`config.mk`:
```
export PLATFORM = sky130hd
export DESIGN_NAME = frame_period_tracker_phase_correction
export DESIGN_NICKNAME = d
export VERILOG_FILES = /design/src/fptpc_pkg.sv /design/src/fptpc_ram.sv /design/src/fptpc_avg.sv /design/src/frame_period_tracker_phase_correction.sv
export SDC_FILE = /design/constraint.sdc
export NUM_CORES = 2
export LEC_CHECK = 0
export BUFFER_PORTS_ARGS = -buffer_cell sky130_fd_sc_hd__buf_2
export CORE_MARGIN = 4
export CORE_UTILIZATION = 40
export DETAILED_ROUTE_END_ITERATION = 10
export HOLD_SLACK_MARGIN = 0.06
export MAX_ROUTING_LAYER = met4
export SLEW_MARGIN = 20
export SYNTH_ARGS = -nofsm -noshare
export SYNTH_HDL_FRONTEND = slang
export SYNTH_SLANG_ARGS = --single-unit
```
`constraint.sdc`:
```
create_clock -name i_clk -period 26.4 [get_ports i_clk]
set_clock_uncertainty 0.2 [all_clocks]
set_input_delay 5.28 -clock i_clk [delete_from_list [all_inputs] [get_ports i_clk]]
set_output_delay 5.28 -clock i_clk [all_outputs]
set_load 0.05 [all_outputs]
```
`src/fptpc_pkg.sv`:
```
// Package for the frame period tracker with phase correction.
// Holds the register indexes, window constants and the averaging update struct.
// Depends on nothing; used by fptpc_avg and the top level.
package fptpc_pkg;

    // Configuration register indexes.
    localparam logic [1:0] CFG_ENABLE = 2'd0;
    localparam logic [1:0] CFG_TARGET = 2'd1;

    // Acceptance windows around the target period, in microseconds.
    localparam logic signed [17:0] SEED_WINDOW   = 18'sd100;
    localparam logic signed [17:0] UPDATE_WINDOW = 18'sd30;

    // Number of ring samples that form the expected time.
    localparam int unsigned SAMPLE_COUNT = 4;
    localparam int unsigned SAMPLE_BITS  = $clog2(SAMPLE_COUNT);

    // Averaging state after one frame time has been applied.
    typedef struct packed {
        logic        gap;      // frame time exceeded twice the target
        logic        seeded;   // average has been seeded
        logic        full;     // ring full after any gap clear
        logic        corr;     // a phase correction is to be computed
        logic [31:0] scaled;   // scaled average
        logic [15:0] average;  // reported average frame time
    } t_avg_next;

endpackage

```
`src/fptpc_ram.sv`:
```
// Generic single-write, single-read synchronous RAM with registered read data.
// Depends on nothing.
module fptpc_ram #(
    parameter int WIDTH = 32,
    parameter int DEPTH = 64
) (
    input  logic                     i_clk,
    input  logic                     i_wr_en,
    input  logic [$clog2(DEPTH)-1:0] i_wr_addr,
    input  logic [WIDTH-1:0]         i_wr_data,
    input  logic                     i_rd_en,
    input  logic [$clog2(DEPTH)-1:0] i_rd_addr,
    output logic [WIDTH-1:0]         o_rd_data
);

    logic [WIDTH-1:0] r_mem [DEPTH];
    logic [WIDTH-1:0] r_rd_data;

    // Write port.
    always_ff @(posedge i_clk) begin
        if (i_wr_en) begin
            r_mem[i_wr_addr] <= i_wr_data;
        end
    end

    // Read port, with registered read data.
    always_ff @(posedge i_clk) begin
        if (i_rd_en) begin
            r_rd_data <= r_mem[i_rd_addr];
        end
    end

    assign o_rd_data = r_rd_data;

endmodule

```
`src/fptpc_avg.sv`:
```
// Frame time, gap detection and leaky average seed/update for one trigger.
// Depends on fptpc_pkg for the window constants and the t_avg_next struct.
module fptpc_avg #(
    parameter int HISTORY_DEPTH = 64
) (
    input  logic [31:0]           i_time,
    input  logic [31:0]           i_prev_time,
    input  logic [15:0]           i_target,
    input  logic                  i_seeded,
    input  logic                  i_full,
    input  logic [31:0]           i_scaled,
    input  logic [15:0]           i_average,
    output fptpc_pkg::t_avg_next  o_next
);

    localparam int SH = $clog2(HISTORY_DEPTH);

    logic [31:0]        w_diff;
    logic [15:0]        w_ft;
    logic               w_gap;
    logic               w_seeded0;
    logic               w_full0;
    logic [31:0]        w_scaled0;
    logic [15:0]        w_average0;
    logic [31:0]        w_ns;
    logic [15:0]        w_na;
    logic signed [17:0] w_tgt;
    logic signed [17:0] w_na_s;
    logic signed [17:0] w_ft_s;
    logic               w_no_target;
    logic               w_upd_ok;
    logic               w_seed_ok;

    // Frame time and the gap test against twice the target.
    assign w_diff = i_time - i_prev_time;
    assign w_ft   = w_diff[15:0];
    assign w_gap  = {1'b0, w_ft} > {i_target, 1'b0};

    // A gap clears the averaging state before anything else is applied.
    assign w_seeded0  = i_seeded & ~w_gap;
    assign w_full0    = i_full & ~w_gap;
    assign w_scaled0  = w_gap ? 32'd0 : i_scaled;
    assign w_average0 = w_gap ? 16'd0 : i_average;

    // Candidate leaky average.
    assign w_ns = w_scaled0 - (w_scaled0 >> SH) + {16'd0, w_ft};
    assign w_na = w_ns[SH +: 16];

    // Window checks in signed arithmetic so the low end may go negative.
    assign w_tgt       = $signed({2'b00, i_target});
    assign w_na_s      = $signed({2'b00, w_na});
    assign w_ft_s      = $signed({2'b00, w_ft});
    assign w_no_target = (i_target == 16'd0);
    assign w_upd_ok    = w_no_target || !w_full0 ||
                         ((w_na_s >= w_tgt - fptpc_pkg::UPDATE_WINDOW) &&
                          (w_na_s <= w_tgt + fptpc_pkg::UPDATE_WINDOW));
    assign w_seed_ok   = w_no_target ||
                         ((w_ft_s >= w_tgt - fptpc_pkg::SEED_WINDOW) &&
                          (w_ft_s <= w_tgt + fptpc_pkg::SEED_WINDOW));

    // Seed or update selection.
    always_comb begin
        o_next.gap     = w_gap;
        o_next.full    = w_full0;
        o_next.seeded  = w_seeded0;
        o_next.corr    = 1'b0;
        o_next.scaled  = w_scaled0;
        o_next.average = w_average0;
        if (w_seeded0) begin
            o_next.corr = w_full0;
            if (w_upd_ok) begin
                o_next.scaled  = w_ns;
                o_next.average = w_na;
            end
        end else if (w_seed_ok) begin
            o_next.scaled = {16'd0, w_ft} << SH;
            o_next.seeded = 1'b1;
        end
    end

endmodule

```
`src/frame_period_tracker_phase_correction.sv`:
```
// Top level of the frame period tracker with phase correction.
// Depends on fptpc_pkg, fptpc_avg and fptpc_ram (timestamp ring).
//
//  Channel   | Signals                                  | Direction
//  ----------+------------------------------------------+----------
//  cfg write | i_cfg_valid/o_cfg_ready, index, data     | in
//  triggers  | i_s_tvalid/o_s_tready, i_s_tdata         | in
//  results   | o_m_tvalid/i_m_tready, o_m_tdata         | out
//
// An ignored or first trigger goes from the calculation step straight to the
// result register; a processed request passes the ring write step first, and
// one that computes a phase correction also the four sequential reads of the
// timestamp ring through its single read port. The input is ready again once
// the result is loaded, so a request is only taken when the last is through.
// Reset clears all control and averaging state; the ring needs no clearing,
// as its read data is only used once every entry has been written since the last clear.
// A stalled result holds in the output register; the next request is taken
// meanwhile and waits for the register before its own result is loaded.
module frame_period_tracker_phase_correction #(
    parameter int HISTORY_DEPTH = 64
) (
    input  logic        i_clk,
    input  logic        i_rst_n,
    // Configuration write channel.
    input  logic        i_cfg_valid,
    output logic        o_cfg_ready,
    input  logic [1:0]  i_cfg_index,
    input  logic [15:0] i_cfg_data,
    // Trigger stream. tdata: [31:0] timestamp_us.
    input  logic        i_s_tvalid,
    output logic        o_s_tready,
    input  logic [31:0] i_s_tdata,
    // Result stream. tdata: [15:0] average_frame_time, [31:16] delay_adjustment,
    // [32] average_valid, [33] history_full, [39:34] zero.
    output logic        o_m_tvalid,
    input  logic        i_m_tready,
    output logic [39:0] o_m_tdata
);

    localparam int AW = $clog2(HISTORY_DEPTH);

    localparam logic [2:0] S_IDLE = 3'd0;
    localparam logic [2:0] S_CALC = 3'd1;
    localparam logic [2:0] S_ACC  = 3'd2;
    localparam logic [2:0] S_WR   = 3'd3;
    localparam logic [2:0] S_OUT  = 3'd4;

    logic [2:0]  r_state, n_state;
    logic        r_enable;
    logic [15:0] r_target;
    logic [31:0] r_time;
    logic [31:0] r_prev_time, n_prev_time;
    logic        r_prev_valid, n_prev_valid;
    logic        r_seeded, n_seeded;
    logic        r_full, n_full;
    logic [AW-1:0] r_idx, n_idx;
    logic [31:0] r_scaled, n_scaled;
    logic [15:0] r_average, n_average;
    logic [15:0] r_phase, n_phase;
    logic        r_proc, n_proc;
    logic        r_corr, n_corr;
    logic [fptpc_pkg::SAMPLE_BITS-1:0] r_k, n_k;
    logic [AW-1:0] r_p, n_p;
    logic [31:0] r_acc, n_acc;
    logic        r_out_valid, n_out_valid;
    logic [39:0] r_out_data, n_out_data;

    fptpc_pkg::t_avg_next w_next;
    logic [AW-1:0] w_step;
    logic [AW-1:0] w_rd_addr;
    logic          w_rd_en;
    logic          w_wr_en;
    logic [31:0]   w_rd_data;
    logic [31:0]   w_sum;
    logic [31:0]   w_err_full;
    logic [15:0]   w_err;
    logic [15:0]   w_adj;
    logic          w_out_free;

    assign o_cfg_ready = 1'b1;
    assign o_s_tready  = (r_state == S_IDLE);
    assign o_m_tvalid  = r_out_valid;
    assign o_m_tdata   = r_out_data;

    // Frame time and averaging update.
    fptpc_avg #(
        .HISTORY_DEPTH(HISTORY_DEPTH)
    ) u_avg (
        .i_time      (r_time),
        .i_prev_time (r_prev_time),
        .i_target    (r_target),
        .i_seeded    (r_seeded),
        .i_full      (r_full),
        .i_scaled    (r_scaled),
        .i_average   (r_average),
        .o_next      (w_next)
    );

    // Ring addressing: the oldest entry, then half, a quarter and an eighth further on.
    assign w_step    = AW'(HISTORY_DEPTH / 2) >> r_k;
    assign w_rd_addr = (r_state == S_CALC) ? r_idx : r_p + w_step;
    assign w_rd_en   = (r_state == S_CALC) || (r_state == S_ACC);
    assign w_wr_en   = (r_state == S_WR) && r_proc;

    fptpc_ram #(
        .WIDTH(32),
        .DEPTH(HISTORY_DEPTH)
    ) u_ring (
        .i_clk     (i_clk),
        .i_wr_en   (w_wr_en),
        .i_wr_addr (r_idx),
        .i_wr_data (r_time),
        .i_rd_en   (w_rd_en),
        .i_rd_addr (w_rd_addr),
        .o_rd_data (w_rd_data)
    );

    // Expected time accumulation and the fifteen-sixteenths correction.
    assign w_sum      = w_rd_data + (r_scaled >> r_k);
    assign w_err_full = r_acc - r_time;
    assign w_err      = w_err_full[15:0];
    assign w_adj      = w_err - 16'($signed(w_err) >>> 4);
    assign w_out_free = !r_out_valid || i_m_tready;

    // Sequencer and datapath next state.
    always_comb begin
        n_state      = r_state;
        n_prev_time  = r_prev_time;
        n_prev_valid = r_prev_valid;
        n_seeded     = r_seeded;
        n_full       = r_full;
        n_idx        = r_idx;
        n_scaled     = r_scaled;
        n_average    = r_average;
        n_phase      = r_phase;
        n_proc       = r_proc;
        n_corr       = r_corr;
        n_k          = r_k;
        n_p          = r_p;
        n_acc        = r_acc;
        n_out_valid  = r_out_valid && !i_m_tready;
        n_out_data   = r_out_data;
        case (r_state)
            S_IDLE: begin
                if (i_s_tvalid) begin
                    n_state = S_CALC;
                end
            end
            S_CALC: begin
                n_proc = 1'b0;
                n_corr = 1'b0;
                n_k    = '0;
                n_p    = r_idx;
                n_acc  = 32'd0;
                n_state = S_OUT;
                if (r_enable) begin
                    n_prev_time  = r_time;
                    n_prev_valid = 1'b1;
                    if (r_prev_valid) begin
                        n_proc    = 1'b1;
                        n_corr    = w_next.corr;
                        n_seeded  = w_next.seeded;
                        n_full    = w_next.full;
                        n_scaled  = w_next.scaled;
                        n_average = w_next.average;
                        if (w_next.gap) begin
                            n_idx = '0;
                        end
                        n_state = w_next.corr ? S_ACC : S_WR;
                    end
                end
            end
            S_ACC: begin
                n_acc = r_acc + (w_sum >> 2);
                n_p   = r_p + w_step;
                n_k   = r_k + 1'b1;
                if (r_k == fptpc_pkg::SAMPLE_BITS'(fptpc_pkg::SAMPLE_COUNT - 1)) begin
                    n_state = S_WR;
                end
            end
            S_WR: begin
                n_idx = r_idx + 1'b1;
                if (r_idx == '1) begin
                    n_full = 1'b1;
                end
                if (r_corr) begin
                    n_phase = w_adj;
                end
                n_state = S_OUT;
            end
            S_OUT: begin
                if (w_out_free) begin
                    n_out_valid = 1'b1;
                    n_out_data  = {6'd0, r_full, r_seeded, r_phase, r_average};
                    n_state     = S_IDLE;
                end
            end
            default: begin
                n_state = S_IDLE;
            end
        endcase
    end

    // Control and averaging state.
    always_ff @(posedge i_clk) begin
        if (!i_rst_n) begin
            r_state      <= S_IDLE;
            r_enable     <= 1'b0;
            r_target     <= 16'd0;
            r_prev_time  <= 32'd0;
            r_prev_valid <= 1'b0;
            r_seeded     <= 1'b0;
            r_full       <= 1'b0;
            r_idx        <= '0;
            r_scaled     <= 32'd0;
            r_average    <= 16'd0;
            r_phase      <= 16'd0;
            r_proc       <= 1'b0;
            r_corr       <= 1'b0;
            r_k          <= '0;
            r_out_valid  <= 1'b0;
        end else begin
            r_state      <= n_state;
            r_prev_time  <= n_prev_time;
            r_prev_valid <= n_prev_valid;
            r_seeded     <= n_seeded;
            r_full       <= n_full;
            r_idx        <= n_idx;
            r_scaled     <= n_scaled;
            r_average    <= n_average;
            r_phase      <= n_phase;
            r_proc       <= n_proc;
            r_corr       <= n_corr;
            r_k          <= n_k;
            r_out_valid  <= n_out_valid;
            if (i_cfg_valid) begin
                case (i_cfg_index)
                    fptpc_pkg::CFG_ENABLE: r_enable <= i_cfg_data[0];
                    fptpc_pkg::CFG_TARGET: r_target <= i_cfg_data;
                    default: ;
                endcase
            end
        end
    end

    // Payload registers.
    always_ff @(posedge i_clk) begin
        if (o_s_tready && i_s_tvalid) begin
            r_time <= i_s_tdata;
        end
        r_p        <= n_p;
        r_acc      <= n_acc;
        r_out_data <= n_out_data;
    end

`ifndef NO_ASSERTIONS
    // An accepted request always starts with the calculation step.
    a_accept_calc: assert property (@(posedge i_clk) disable iff (!i_rst_n)
        (i_s_tvalid && o_s_tready) |=> (r_state == S_CALC))
        else $error("accepted request did not enter the calculation step");

    // Ring reads for a correction only happen with a seeded average and full ring.
    a_acc_state: assert property (@(posedge i_clk) disable iff (!i_rst_n)
        (r_state == S_ACC) |-> (r_seeded && r_full && r_corr))
        else $error("ring read without a seeded average and full ring");

    // The last sample moves the sequencer on to the ring write.
    a_acc_done: assert property (@(posedge i_clk) disable iff (!i_rst_n)
        ((r_state == S_ACC) &&
         (r_k == fptpc_pkg::SAMPLE_BITS'(fptpc_pkg::SAMPLE_COUNT - 1)))
        |=> (r_state == S_WR))
        else $error("sample accumulation did not end after the last sample");
`endif

endmodule
```
==> metrics.md <==
| Metric | Value |
|---|---|
| Total Routing Usage GR | `19.65%` |
| Filler instances | `13380` |
| Sequential share of the synthesized area | `64.95%` |
| Power Density | `71.27 mW/mm²` |
| Vias in the first global route | `34460` |
| Pleak | `0.02290 µW` |
| Synthesized area | `0.06103 mm²` |
| #FFs+latches synth | `1358` |
| Layout cell share with drive strength beyond 1 | `18.50%` |
| CTS Root Cell | `clkbuf_16` |
| Post-synth EDFFs | `1244` |
| Worst-Margin Slew | `1.112 ns` |
| Vias | `34900` |
| Final period util | `47.62%` |
| Max-cap viol count | `0` |
| Clock-pin slew of the registers on the worst-case setup and hold paths | `0.06 ns` |
| Hold Crit Class | `reg -> reg` |
| Post-Place Setup Slack | `13.90 ns` |
| Max-slew violations | `0` |
| Min-delay src | `r_phase[7]` |
| Mean post-synth cell area | `15.50 µm²` |
| Kind of start point of the critical path | `register` |
| DRT antenna net count | `0` |
| Kind of critical path | `reg -> reg` |
| Outcome | `finished, final reports clean` |
| First-pass GRT wire length | `226.0 mm` |
| Num CTS Buffers | `140` |
| Die height | `398.6 µm` |
| DR WL/cell | `24.63 µm` |
| CP max-delay cell | `a2111oi_0` |
| TritonCTS clock tree | `built` |
| Row Count | `143` |
| Max_slew headroom | `23.93%` |
| R2r worst-path depth | `44` |
| 1st-iter DRT viols | `3281` |
| Initial antenna violation count | `0` |
| Peak supply drop | `72.47 µV` |
| Setup TNS | `0 ns` |
| RR Startpoint | `r_time[0]` |
| Cells after Synth | `3937` |
| CP arrival | `13.01 ns` |
| Via density | `5.609` |
| I/O pins | `98` |
| Ys Warns | `0` |
| Hold Path Sink | `o_m_tdata[23]` |
| CTS H-tree lvls | `4` |
| Clk sink count | `1358` |
| Global route overflow | `0` |
| Worst Setup End Kind | `register` |
| Min Tclk post-route | `12.57 ns` |
| Routability Congestion | `0.8859` |
| PortBufs | `76` |
| Post-DP HPWL | `92.06 mm` |
| Final instance area | `0.06870 mm²` |
| Worst-path fanout max | `43` |
| CORE AREA | `0.1517 mm²` |
| Flop-to-flop setup slack | `13.83 ns` |
| Main synth FF type | `edfxtp_1` |
| Hold buffers post-CTS | `0` |
| Synthesis-to-layout area growth | `12.57%` |
| Worst Hold Path Cells | `0` |
| Post-synth ARST share | `0%` |
| Drt total wl | `153.2 mm` |
| Final nets | `4354` |
| Cts repair resizes | `0` |
| Die width | `398.6 µm` |
| Largest net degree at the start of global routing | `107` |
| Setup Buffers After CTS | `0` |
| Crit Reg-Reg Endpoint | `r_scaled[21]` |
| Initial Utilization | `40.23%` |
| CTS max path bufs | `3` |
| Fmax | `79.55 MHz` |
| Synth cell types | `95` |
| Die Footprint | `0.1589 mm²` |
| Final setup viols | `0` |
| Area after DPL | `0.06423 mm²` |
| DRC viols | `0` |
| Slowest cell delay on critical path | `0.93 ns` |
| Unrepaired setup endpoints after global routing | `no` |
| First drt pass iteration count | `5` |
| Clk_lat worst skew | `0.77 ns` |
| Fin. Hold Viols | `0` |
| PnR worst setup slack | `13.83 ns` |
| Data required, critical path | `26.84 ns` |
## placed cells by master, fill, tap and decap left out, drive strengths merged, types with 29 or more instances in the layout
cell and n:
a311oi 39, clkbuf 195, a21o 38, and2 94, nand2 367, buf 196
nor3 38, nor2 209, o21ai 65, edfxtp 1244, clkinv 49, ha 201
a211oi 108, mux4 306, nor2b 29, dfxtp 114, a31oi 61, xnor2 108
inv 147, a21oi 192, nand3 51
## registers in the layout, summed over array words and instances (netlist names), 6 cells and up
register and flops:
r_idx 6, r_average 16, o_m_tdata 34, r_p 6, u_ring.o_rd_data 18, r_time 18, r_acc 16, r_scaled 32
r_prev_time 16, r_phase 16, u_ring.r_mem 1152, r_target 16
## layer usage
| metal | vias to the layer above | global-route usage [%] | routed length, µm |
|---|---|---|---|
| li1 | 15660 | - | - |
| met1 | 18000 | 26.30 | 65900 |
| met2 | 1042 | 31.59 | 74670 |
| met3 | 196 | 3.113 | 9091 |
| met4 | 0 | 5.082 | 3564 |
| met5 | - | - | 0 |
## kinds of logic after synthesis
| group | share of synthesized area [%] |
|---|---|
| and+or+nand+nor | 6.638 |
| buffers and inverters | 2.382 |
| AOI/OAI and AO/OA | 7.702 |
| adders and majority gates | 4.809 |
| DFF | 64.95 |
| other | 0.01230 |
| xor gates and xnor gates | 1.933 |
| muxes | 11.58 |
## synth_stat cells, types with 46 or more instances
| cell type | instances | share of area [%] |
|---|---|---|
| nor2_1 | 208 | 1.3 |
| buf_2 | 46 | 0.38 |
| inv_1 | 141 | 0.87 |
| and2_1 | 94 | 0.96 |
| ha_1 | 201 | 4.1 |
| xnor2_1 | 106 | 1.5 |
| dfxtp_1 | 114 | 3.7 |
| a31oi_1 | 60 | 0.62 |
| a21oi_1 | 190 | 1.6 |
| nand3_1 | 51 | 0.42 |
| mux4_2 | 306 | 11 |
| edfxtp_1 | 1244 | 61 |
| clkbuf_1 | 121 | 0.74 |
| o21ai_0 | 56 | 0.46 |
| a211oi_1 | 108 | 1.3 |
| nand2_1 | 367 | 2.3 |
## power breakdown
| group | leakage, µW | switching (µW) | internal [µW] |
|---|---|---|---|
| sequential | 0.0121 | 8.99 | 2360 |
| combinational | 0.00863 | 382 | 221 |
| clock | 0.00214 | 834 | 1090 |
## worst max-delay path by stage
stage / from / depth (start not counted) / endpoint
floorplan: r_time[0] / 48 / r_scaled[17]
global placement: r_time[0] / 44 / r_scaled[5]
detailed placement: r_time[4] / 41 / r_scaled[0]
CTS: r_time[0] / 44 / r_scaled[21]
global route: r_time[0] / 44 / r_scaled[21]
finish: r_time[0] / 44 / r_scaled[21]
## metrics by stage
step                instances  total power (µW)  hold slack (ns)  util, %
floorplan                3942              2824           0.2018        -
global placement         5965              3011           0.2179    42.33
detailed placement       5965              3017           0.2173    42.33
CTS                      6219              4937           0.2338    45.26
global route             6219              5086           0.2434    45.28
finish                   6221              4896           0.2319    45.28
## worst max-delay path: cells and delay by family, from the launching register on
kind                     cells  cell delay (ns)
adder cells (fa/ha/maj)      6             1.97
flip-flops                   1             0.40
AO/OA/AOI/OAI               25             6.70
buffers and inverters        6             1.25
AND/OR/NAND/NOR              6             1.25
XOR/XNOR                     1             0.63
## final cells by class
type / instances / area (µm²) / area share (%)
clock buffers: 195 / 3815 / 5.553
repair buffers: 196 / 1331 / 1.938
diodes: 2 / 5.005 / 0.007285
multi-input cells: 2236 / 20200 / 29.41
well taps: 2030 / 2540 / 3.697
inverters: 145 / 544.3 / 0.7922
flip-flops and latches: 1358 / 39640 / 57.70
clock inverters: 59 / 625.6 / 0.9106
Power figures use the tool's default switching activity.
